### src/fpop_pkg.sv
// ----------------------------------------------------------------------------
// fpop_pkg
// Shared types and codes of the fast-path output PDU parser.
// ----------------------------------------------------------------------------
package fpop_pkg;

  localparam logic [1:0] EV_DATA  = 2'd0;
  localparam logic [1:0] EV_EMPTY = 2'd1;
  localparam logic [1:0] EV_NOUPD = 2'd2;
  localparam logic [1:0] EV_ERR   = 2'd3;

  localparam logic [2:0] ERR_NONE      = 3'd0;
  localparam logic [2:0] ERR_NOT_FP    = 3'd1;
  localparam logic [2:0] ERR_ENCRYPTED = 3'd2;
  localparam logic [2:0] ERR_LENGTH    = 3'd3;
  localparam logic [2:0] ERR_COMPRESS  = 3'd4;
  localparam logic [2:0] ERR_TRUNC     = 3'd5;

  typedef struct packed {
    logic       vld;
    logic [1:0] event_res;
    logic [7:0] data;
    logic [3:0] code;
    logic [1:0] frag;
    logic       last;
    logic       pend;
    logic [2:0] err;
  } fpop_res_t;

endpackage

### src/fpop_core.sv
// ----------------------------------------------------------------------------
// fpop_core
// Parse state and per-byte next-state logic; one byte per step.
// ----------------------------------------------------------------------------
module fpop_core import fpop_pkg::*; (
  input  logic       clk,
  input  logic       rst_n,
  input  logic       step,
  input  logic [7:0] b,
  input  logic       eop,
  output fpop_res_t  res
);

  typedef enum logic [3:0] {
    PH_HDR  = 4'd0,
    PH_LEN1 = 4'd1,
    PH_LEN2 = 4'd2,
    PH_UHDR = 4'd3,
    PH_COMP = 4'd4,
    PH_SZLO = 4'd5,
    PH_SZHI = 4'd6,
    PH_DATA = 4'd7,
    PH_DROP = 4'd8
  } phase_t;

  phase_t      ph_r, ph_nxt;
  logic [14:0] decl_r, decl_nxt;
  logic [15:0] seen_r, seen_nxt;
  logic [3:0]  code_r, code_nxt;
  logic [1:0]  frag_r, frag_nxt;
  logic [7:0]  szlo_r, szlo_nxt;
  logic [15:0] rem_r, rem_nxt;

  logic [15:0] seen_base;
  logic [15:0] seen_inc;
  logic [15:0] rem_dec;
  logic        has_ev;
  logic [1:0]  ev;
  logic [2:0]  err;
  logic [7:0]  data;
  logic        last;
  logic        pend;

  assign seen_base = (ph_r == PH_HDR) ? 16'd0 : seen_r;
  assign seen_inc  = (seen_base == 16'hFFFF) ? seen_base : seen_base + 16'd1;
  assign rem_dec   = rem_r - 16'd1;

  always_comb begin
    ph_nxt   = ph_r;
    decl_nxt = decl_r;
    seen_nxt = seen_r;
    code_nxt = code_r;
    frag_nxt = frag_r;
    szlo_nxt = szlo_r;
    rem_nxt  = rem_r;
    has_ev   = 1'b0;
    ev       = EV_DATA;
    err      = ERR_NONE;
    data     = 8'd0;
    last     = 1'b0;
    pend     = 1'b0;
    if (step && ph_r == PH_DROP) begin
      if (eop) begin
        ph_nxt = PH_HDR;
      end
    end else if (step) begin
      seen_nxt = seen_inc;
      if ((ph_r inside {PH_UHDR, PH_COMP, PH_SZLO, PH_SZHI, PH_DATA}) &&
          seen_inc > {1'b0, decl_r}) begin
        err = ERR_LENGTH;
      end else begin
        case (ph_r)
          PH_HDR: begin
            if (b[1:0] != 2'd0) begin
              err = ERR_NOT_FP;
            end else if (b[7:6] != 2'd0) begin
              err = ERR_ENCRYPTED;
            end else begin
              ph_nxt = PH_LEN1;
            end
          end
          PH_LEN1: begin
            if (b[7]) begin
              decl_nxt = {b[6:0], 8'd0};
              ph_nxt   = PH_LEN2;
            end else begin
              decl_nxt = {7'd0, b};
              ph_nxt   = PH_UHDR;
              if (seen_inc > {8'd0, b}) begin
                err = ERR_LENGTH;
              end
            end
          end
          PH_LEN2: begin
            decl_nxt = {decl_r[14:8], decl_r[7:0] | b};
            ph_nxt   = PH_UHDR;
            if (seen_inc > {1'b0, decl_r[14:8], decl_r[7:0] | b}) begin
              err = ERR_LENGTH;
            end
          end
          PH_UHDR: begin
            code_nxt = b[3:0];
            frag_nxt = b[5:4];
            ph_nxt   = b[7] ? PH_COMP : PH_SZLO;
          end
          PH_COMP: begin
            if (b[5]) begin
              err = ERR_COMPRESS;
            end else begin
              ph_nxt = PH_SZLO;
            end
          end
          PH_SZLO: begin
            szlo_nxt = b;
            ph_nxt   = PH_SZHI;
          end
          PH_SZHI: begin
            rem_nxt = {b, szlo_r};
            if ({b, szlo_r} == 16'd0) begin
              has_ev = 1'b1;
              ev     = EV_EMPTY;
              ph_nxt = PH_UHDR;
            end else begin
              ph_nxt = PH_DATA;
            end
          end
          PH_DATA: begin
            has_ev  = 1'b1;
            ev      = EV_DATA;
            data    = b;
            rem_nxt = rem_dec;
            if (rem_dec == 16'd0) begin
              last   = 1'b1;
              ph_nxt = PH_UHDR;
            end
          end
          default: begin
          end
        endcase
      end
      if (err == ERR_NONE && eop) begin
        if (ph_nxt inside {PH_HDR, PH_LEN1, PH_LEN2}) begin
          err = ERR_TRUNC;
        end else if (seen_inc != {1'b0, decl_nxt}) begin
          err = ERR_LENGTH;
        end else if (ph_nxt != PH_UHDR) begin
          err = ERR_TRUNC;
        end else begin
          if (!has_ev) begin
            has_ev = 1'b1;
            ev     = EV_NOUPD;
          end
          pend   = 1'b1;
          ph_nxt = PH_HDR;
        end
      end
      if (err != ERR_NONE) begin
        ph_nxt = eop ? PH_HDR : PH_DROP;
      end
    end
  end

  always_comb begin
    res = '0;
    if (err != ERR_NONE) begin
      res.vld       = 1'b1;
      res.event_res = EV_ERR;
      res.err       = err;
    end else if (has_ev) begin
      res.vld       = 1'b1;
      res.event_res = ev;
      res.data      = data;
      res.code      = (ev == EV_NOUPD) ? 4'd0 : code_r;
      res.frag      = (ev == EV_NOUPD) ? 2'd0 : frag_r;
      res.last      = last;
      res.pend      = pend;
    end
  end

  always_ff @(posedge clk) begin
    if (!rst_n) begin
      ph_r   <= PH_HDR;
      decl_r <= '0;
      seen_r <= '0;
      code_r <= '0;
      frag_r <= '0;
      szlo_r <= '0;
      rem_r  <= '0;
    end else begin
      ph_r   <= ph_nxt;
      decl_r <= decl_nxt;
      seen_r <= seen_nxt;
      code_r <= code_nxt;
      frag_r <= frag_nxt;
      szlo_r <= szlo_nxt;
      rem_r  <= rem_nxt;
    end
  end

endmodule

### src/fast_path_output_pdu_parser.sv
// ----------------------------------------------------------------------------
// fast_path_output_pdu_parser
// Byte-stream parser for fast-path output PDUs; emits update data bytes and update, PDU-end and error results.
// ----------------------------------------------------------------------------
// Input channel: one PDU byte per request (in_byte, in_end_of_pdu on the final
// byte), qualified by in_valid, held off by in_stall.
// Result channel: at most one result per input byte (out_event_res selects a
// data byte, an empty update, an update-less PDU end, or an error with
// out_error_code). Bytes that cause no result produce nothing on out_*.
// Parsing: a byte accepted into the input register is parsed when it advances,
// and its result is registered in the result register and held there until taken.
// Throughput: one byte per cycle sustained while out_stall is low; the parse
// state update for one byte is a single pass of compares and a 16-bit increment.
// Stall: while out_valid is high and out_stall holds it, one more byte may sit
// in the input register; in_stall rises only when that register is full and
// cannot move forward.
// Reset: rst_n low for one edge empties both registers and puts the parser in
// front of a PDU header byte.
// After an error, the rest of the PDU up to its final byte is dropped.
// ----------------------------------------------------------------------------
module fast_path_output_pdu_parser import fpop_pkg::*; (
  input  logic       clk,
  input  logic       rst_n,
  input  logic       in_valid,
  output logic       in_stall,
  input  logic [7:0] in_byte,
  input  logic       in_end_of_pdu,
  output logic       out_valid,
  input  logic       out_stall,
  output logic [1:0] out_event_res,
  output logic [7:0] out_byte,
  output logic [3:0] out_update_code,
  output logic [1:0] out_fragmentation,
  output logic       out_last_of_update,
  output logic       out_pdu_end,
  output logic [2:0] out_error_code
);

  logic       in_vld_r;
  logic [7:0] in_byte_r;
  logic       in_eop_r;
  logic       advance;
  logic       in_take;
  fpop_res_t  res;
  fpop_res_t  out_r;
  logic       out_vld_r;

  assign advance  = in_vld_r && (!out_vld_r || !out_stall);
  assign in_stall = in_vld_r && !advance;
  assign in_take  = in_valid && !in_stall;

  always_ff @(posedge clk) begin
    if (!rst_n) begin
      in_vld_r <= 1'b0;
    end else if (in_take) begin
      in_vld_r <= 1'b1;
    end else if (advance) begin
      in_vld_r <= 1'b0;
    end
  end

  always_ff @(posedge clk) begin
    if (in_take) begin
      in_byte_r <= in_byte;
      in_eop_r  <= in_end_of_pdu;
    end
  end

  fpop_core u_core (
    .clk   (clk),
    .rst_n (rst_n),
    .step  (advance),
    .b     (in_byte_r),
    .eop   (in_eop_r),
    .res   (res)
  );

  always_ff @(posedge clk) begin
    if (!rst_n) begin
      out_vld_r <= 1'b0;
    end else if (advance) begin
      out_vld_r <= res.vld;
    end else if (!out_stall) begin
      out_vld_r <= 1'b0;
    end
  end

  always_ff @(posedge clk) begin
    if (advance && res.vld) begin
      out_r <= res;
    end
  end

  assign out_valid          = out_vld_r;
  assign out_event_res      = out_r.event_res;
  assign out_byte           = out_r.data;
  assign out_update_code    = out_r.code;
  assign out_fragmentation  = out_r.frag;
  assign out_last_of_update = out_r.last;
  assign out_pdu_end        = out_r.pend;
  assign out_error_code     = out_r.err;

  a_stall_only_full: assert property (@(posedge clk) disable iff (!rst_n)
    in_stall |-> (in_vld_r && out_vld_r && out_stall))
    else $error("input stalled without a blocked request");

  a_drain_when_free: assert property (@(posedge clk) disable iff (!rst_n)
    (in_vld_r && !out_vld_r) |-> !in_stall)
    else $error("input stalled with an empty result register");

  a_err_fields: assert property (@(posedge clk) disable iff (!rst_n)
    (out_valid && out_event_res == EV_ERR) |->
      (!out_pdu_end && !out_last_of_update && out_error_code != ERR_NONE))
    else $error("error result carries data flags");

  a_ok_no_err: assert property (@(posedge clk) disable iff (!rst_n)
    (out_valid && out_event_res != EV_ERR) |-> (out_error_code == ERR_NONE))
    else $error("error code on a non-error result");

  a_noupd_ends: assert property (@(posedge clk) disable iff (!rst_n)
    (out_valid && out_event_res == EV_NOUPD) |-> out_pdu_end)
    else $error("update-less result without PDU end");

endmodule
### config.mk
export PLATFORM = sky130hd
export DESIGN_NAME = fast_path_output_pdu_parser
export DESIGN_NICKNAME = d
export VERILOG_FILES = /design/src/fpop_pkg.sv /design/src/fpop_core.sv /design/src/fast_path_output_pdu_parser.sv
export SDC_FILE = /design/constraint.sdc
export NUM_CORES = 1
export LEC_CHECK = 0
export ABC_AREA = 1
export BUFFER_PORTS_ARGS = -buffer_cell sky130_fd_sc_hd__buf_2
export CORE_UTILIZATION = 50
export DETAILED_ROUTE_END_ITERATION = 16
export HOLD_SLACK_MARGIN = 0.06
export MAX_ROUTING_LAYER = met4
export PLACE_DENSITY = 0.67
export REMOVE_ABC_BUFFERS = 1
export SYNTH_ARGS = -nofsm -noshare
export SYNTH_HDL_FRONTEND = slang
export SYNTH_SLANG_ARGS = --single-unit
export TNS_END_PERCENT = 20
### constraint.sdc
create_clock -name clk -period 10.45 [get_ports clk]
set_input_delay 2.09 -clock clk [delete_from_list [all_inputs] [get_ports clk]]
set_output_delay 2.09 -clock clk [all_outputs]
set_load 0.02 [all_outputs]
==> flow_metrics.py <==
metrics = {
    "power_and_ir_drop": {
        "p_leak_nw": 3.267,
        "swShare_pct": 29.88,
        "power.density_nw_per_um2": 123.7,
        "internal-power_uw": 610.1,
        "power_frac_comb_pct": 14.4,
        "peakVddDrop_v": 0.0001066,
        "pwr-share-seq_pct": 48.5,
        "p_sw_uw": 260.0,
        "power_uw": 870.1,
        "clockPowerShare_pct": 37.1,
    },
    "clock_tree": {
        "tritoncts": "built",
        "cts.htree.levels": 3,
        "clockBufferDepth": 2,
        "clk_latency_ns": 0.36,
        "root_buffer": "clkbuf_16",
        "ctsHoldBuffers": 0,
        "cts_sinks": 97,
        "numCtsBuffers": 9,
        "path_clk_slew_ns": 0.07,
        "post_cts_buffers": 0,
        "cts_resized": 0,
    },
    "floorplan": {
        "die_y_um": 115.9,
        "num_io_pins": 36,
        "die_area_um2": 13440,
        "fp-row-count": 41,
        "core-area_um2": 12620,
        "die_w_um": 115.9,
        "initial_core_util_pct": 51.44,
    },
    "logic_synthesis": {
        "synth_top_area_cell": "dfxtp_1",
        "avgSynthCellArea_um2": 6.811,
        "synth_area_leaders": "dfxtp_1 (21%), edfxtp_1 (14%), nand2_1 (11%)",
        "yosys_warnings": 0,
        "synth_top_cell_area_share_pct": 20.66,
        "yosysUniqueCellTypes": 45,
        "seq_area_frac_synth_pct": 34.54,
        "ys_seq_elements": 97,
        "synth_cells": 953,
        "syn-cell-area_um2": 6491,
    },
    "global_routing": {
        "antenna_found_initial": 0,
        "grt_max_degree": 40,
        "grt_overflow": 0,
        "grt_pass1_vias": 5473,
        "grt_usage_pct": 28.97,
        "grt_pass1_wl_mm": 28.50,
    },
    "drt": {
        "route.met3.wl_mm": 1.282,
        "drtIter0Drc": 692,
        "wl_mm": 17.68,
        "viasPerCell": 5.439,
        "wl_met1_mm": 8.440,
        "topRoutingLayerUsed": "met4",
        "drcViolationCount": 0,
        "drt-pass1-iter-count": 8,
        "routedWlPerCell_um": 15.39,
        "detail-route-antenna-nets": 0,
        "wl_met2_mm": 7.591,
        "num_vias": 6249,
    },
    "setup_path": {
        "arrival_ns": 5.94,
        "reg2regPathDepth": 29,
        "r2r_start": "u_core.ph_r[3]$_SDFFE_PN0P_",
        "crit_type": "reg2reg",
        "cpPeakStageDelay_ns": 0.73,
        "critical-path-slowest-cell": "nand2_1",
        "reg2reg_slack_ns": 4.49,
        "end_kind": "flop",
        "critPathLaunchType": "flop",
        "rr_endpoint": "out_update_code[0]$_SDFFCE_PP0P_",
        "worstPathMaxFanout": 26,
        "cp.required_ns": 10.44,
        "crit_top_cell": "nor2_1",
    },
    "final_layout": {
        "layout.nets": 1013,
        "drive_above_1_share_pct": 9.007,
        "areaGrowthSynthToFinish_pct": 8.385,
        "layout_commonest_cell": "nand2_1",
        "antenna_cells": 0,
        "mostFrequentLayoutCells": "nand2_1 (185), nor2_1 (141), inv_1 (132), o21ai_0 (77), a21oi_1 (70)",
    },
    "sta": {
        "finClkSkew_ns": 0.01089,
        "worstMarginPinSlew_ns": 1.264,
        "finalCriticalPeriod_ns": 5.956,
        "drv_slew": 0,
        "setup_tns_ns": 0,
        "rsz0062_at_grt": "no",
        "finalCritPeriodShare_pct": 56.99,
        "slew-limit-headroom_pct": 15.42,
        "fmax_mhz": 167.9,
        "setup_viol": 0,
        "hold_viol": 0,
    },
    "worst_hold_path": {
        "holdPathStages": 2,
        "worstHoldStart": "u_core.szlo_r[2]$_SDFFE_PN0P_",
        "hold_class": "reg2reg",
        "hold_path_end": "u_core.szlo_r[2]$_SDFFE_PN0P_",
    },
    "placed_design": {
        "dpl.hpwl_mm": 13.05,
        "gp_congestion": 0.9913,
        "port_buffers": 35,
    },
    "status": {
        "outcome": "finished, final reports clean",
    },
    "job": {
        "drv_cap": 0,
    },
}
## layout make-up
class	instances	area, µm²
Sequential cell	97	2242
Clock inverter	7	60.06
Fill cell	1241	5584
Multi-Input combinational cell	689	3585
Inverter	138	518.0
Clock buffer	9	225.2
Timing Repair Buffer	37	190.2
Tap cell	172	215.2
## how the worst max path moves through the flow
stage | from | endpoint | cells after the start
floorplan | out_stall | u_core.rem_r[13]$_SDFFE_PN0P_ | 10
global placement | u_core.ph_r[3]$_SDFFE_PN0P_ | out_byte[2]$_SDFFCE_PP0P_ | 29
detailed placement | u_core.ph_r[3]$_SDFFE_PN0P_ | out_byte[2]$_SDFFCE_PP0P_ | 29
CTS | u_core.ph_r[3]$_SDFFE_PN0P_ | out_update_code[0]$_SDFFCE_PP0P_ | 29
global route | u_core.ph_r[3]$_SDFFE_PN0P_ | out_byte[2]$_SDFFCE_PP0P_ | 29
finish | u_core.ph_r[3]$_SDFFE_PN0P_ | out_update_code[0]$_SDFFCE_PP0P_ | 29
## routing by layer
metal  up-vias  GRT usage (%)
met1      2796          40.90
met3        26          4.132
met4         0          10.51
met2       240          41.83
met5         -              -
li1       3187              -
## flip-flops by register name, indices dropped and copies added, names as in the netlist, 3 cells and up
signal,cells
u_core.code_r,4
out_byte,8
out_update_code,4
u_core.ph_r,4
u_core.seen_r,16
u_core.rem_r,16
in_byte_r,8
out_error_code,3
u_core.szlo_r,8
u_core.decl_r,15
## logic make-up (layout without fill, tap and decap cells)
family                     count (synthesis)  after routing  share of synthesized area [%]
xor gates and xnor gates                  22             22                          2.968
buffers and inverters                    167            191                          10.24
and+or+nand+nor                          456            456                          31.19
DFF                                       97             97                          34.54
AOI/OAI and AO/OA                        183            183                          15.67
adders and majority gates                 28             28                          5.397
## power groups by stage
stage | combinational, mW | clock (mW) | sequential, mW
3_5_place_dp | 0.123 | 0 | 0.430
2_1_floorplan | 0.0832 | 0 | 0.429
5_1_grt | 0.143 | 0.344 | 0.424
3_3_place_gp | 0.123 | 0 | 0.430
4_1_cts | 0.124 | 0.330 | 0.421
6_report | 0.126 | 0.323 | 0.422
## critical path, delay by kind of cell, from the launching register on
family                   cells  cell delay [ns]
buffers and inverters        5             0.62
AO/OA/AOI/OAI                4             0.60
flip-flops                   1             0.51
adder cells (fa/ha/maj)      2             0.50
AND/OR/NAND/NOR             18             3.34
## through the flow
step	cells	hold WS, ns	cell area, µm²	utilization [%]	worst slack [ns]
after CTS	1149	0.4801	7036	55.75	4.550
after floorplan	924	0.4406	6345	-	4.739
final	1149	0.4792	7036	55.75	4.494
after global placement	1133	0.4712	6750	53.49	4.671
after detailed placement	1133	0.4689	6750	53.49	4.596
after global routing	1149	0.4978	7036	55.75	3.801
## cell usage after synthesis
master and number:
a211oi_1 6, a21boi_0 1, a21boi_2 1, a21oi_1 70, a21oi_4 1, a221oi_1 1, a31oi_1 10, and3_1 2
buf_2 6, buf_4 2, buf_6 3, clkbuf_1 18, clkinv_1 3, dfxtp_1 67, edfxtp_1 30, ha_1 28
inv_1 132, inv_2 3, nand2_1 185, nand2_2 8, nand2_4 3, nand3_1 60, nand3_2 4, nand3_4 1
nand3b_1 2, nand4_1 19, nand4_4 1, nor2_1 141, nor2_2 7, nor2_4 3, nor3_1 11, nor4_1 5
nor4b_1 1, o2111ai_1 3, o211ai_1 4, o21ai_0 77, o21ai_1 1, o21bai_1 1, o21bai_2 1, o221ai_1 4
o22ai_1 1, o41ai_1 1, or2_2 3, xnor2_1 5, xor2_1 17
No activity file was read; power rests on OpenSTA's default activity.
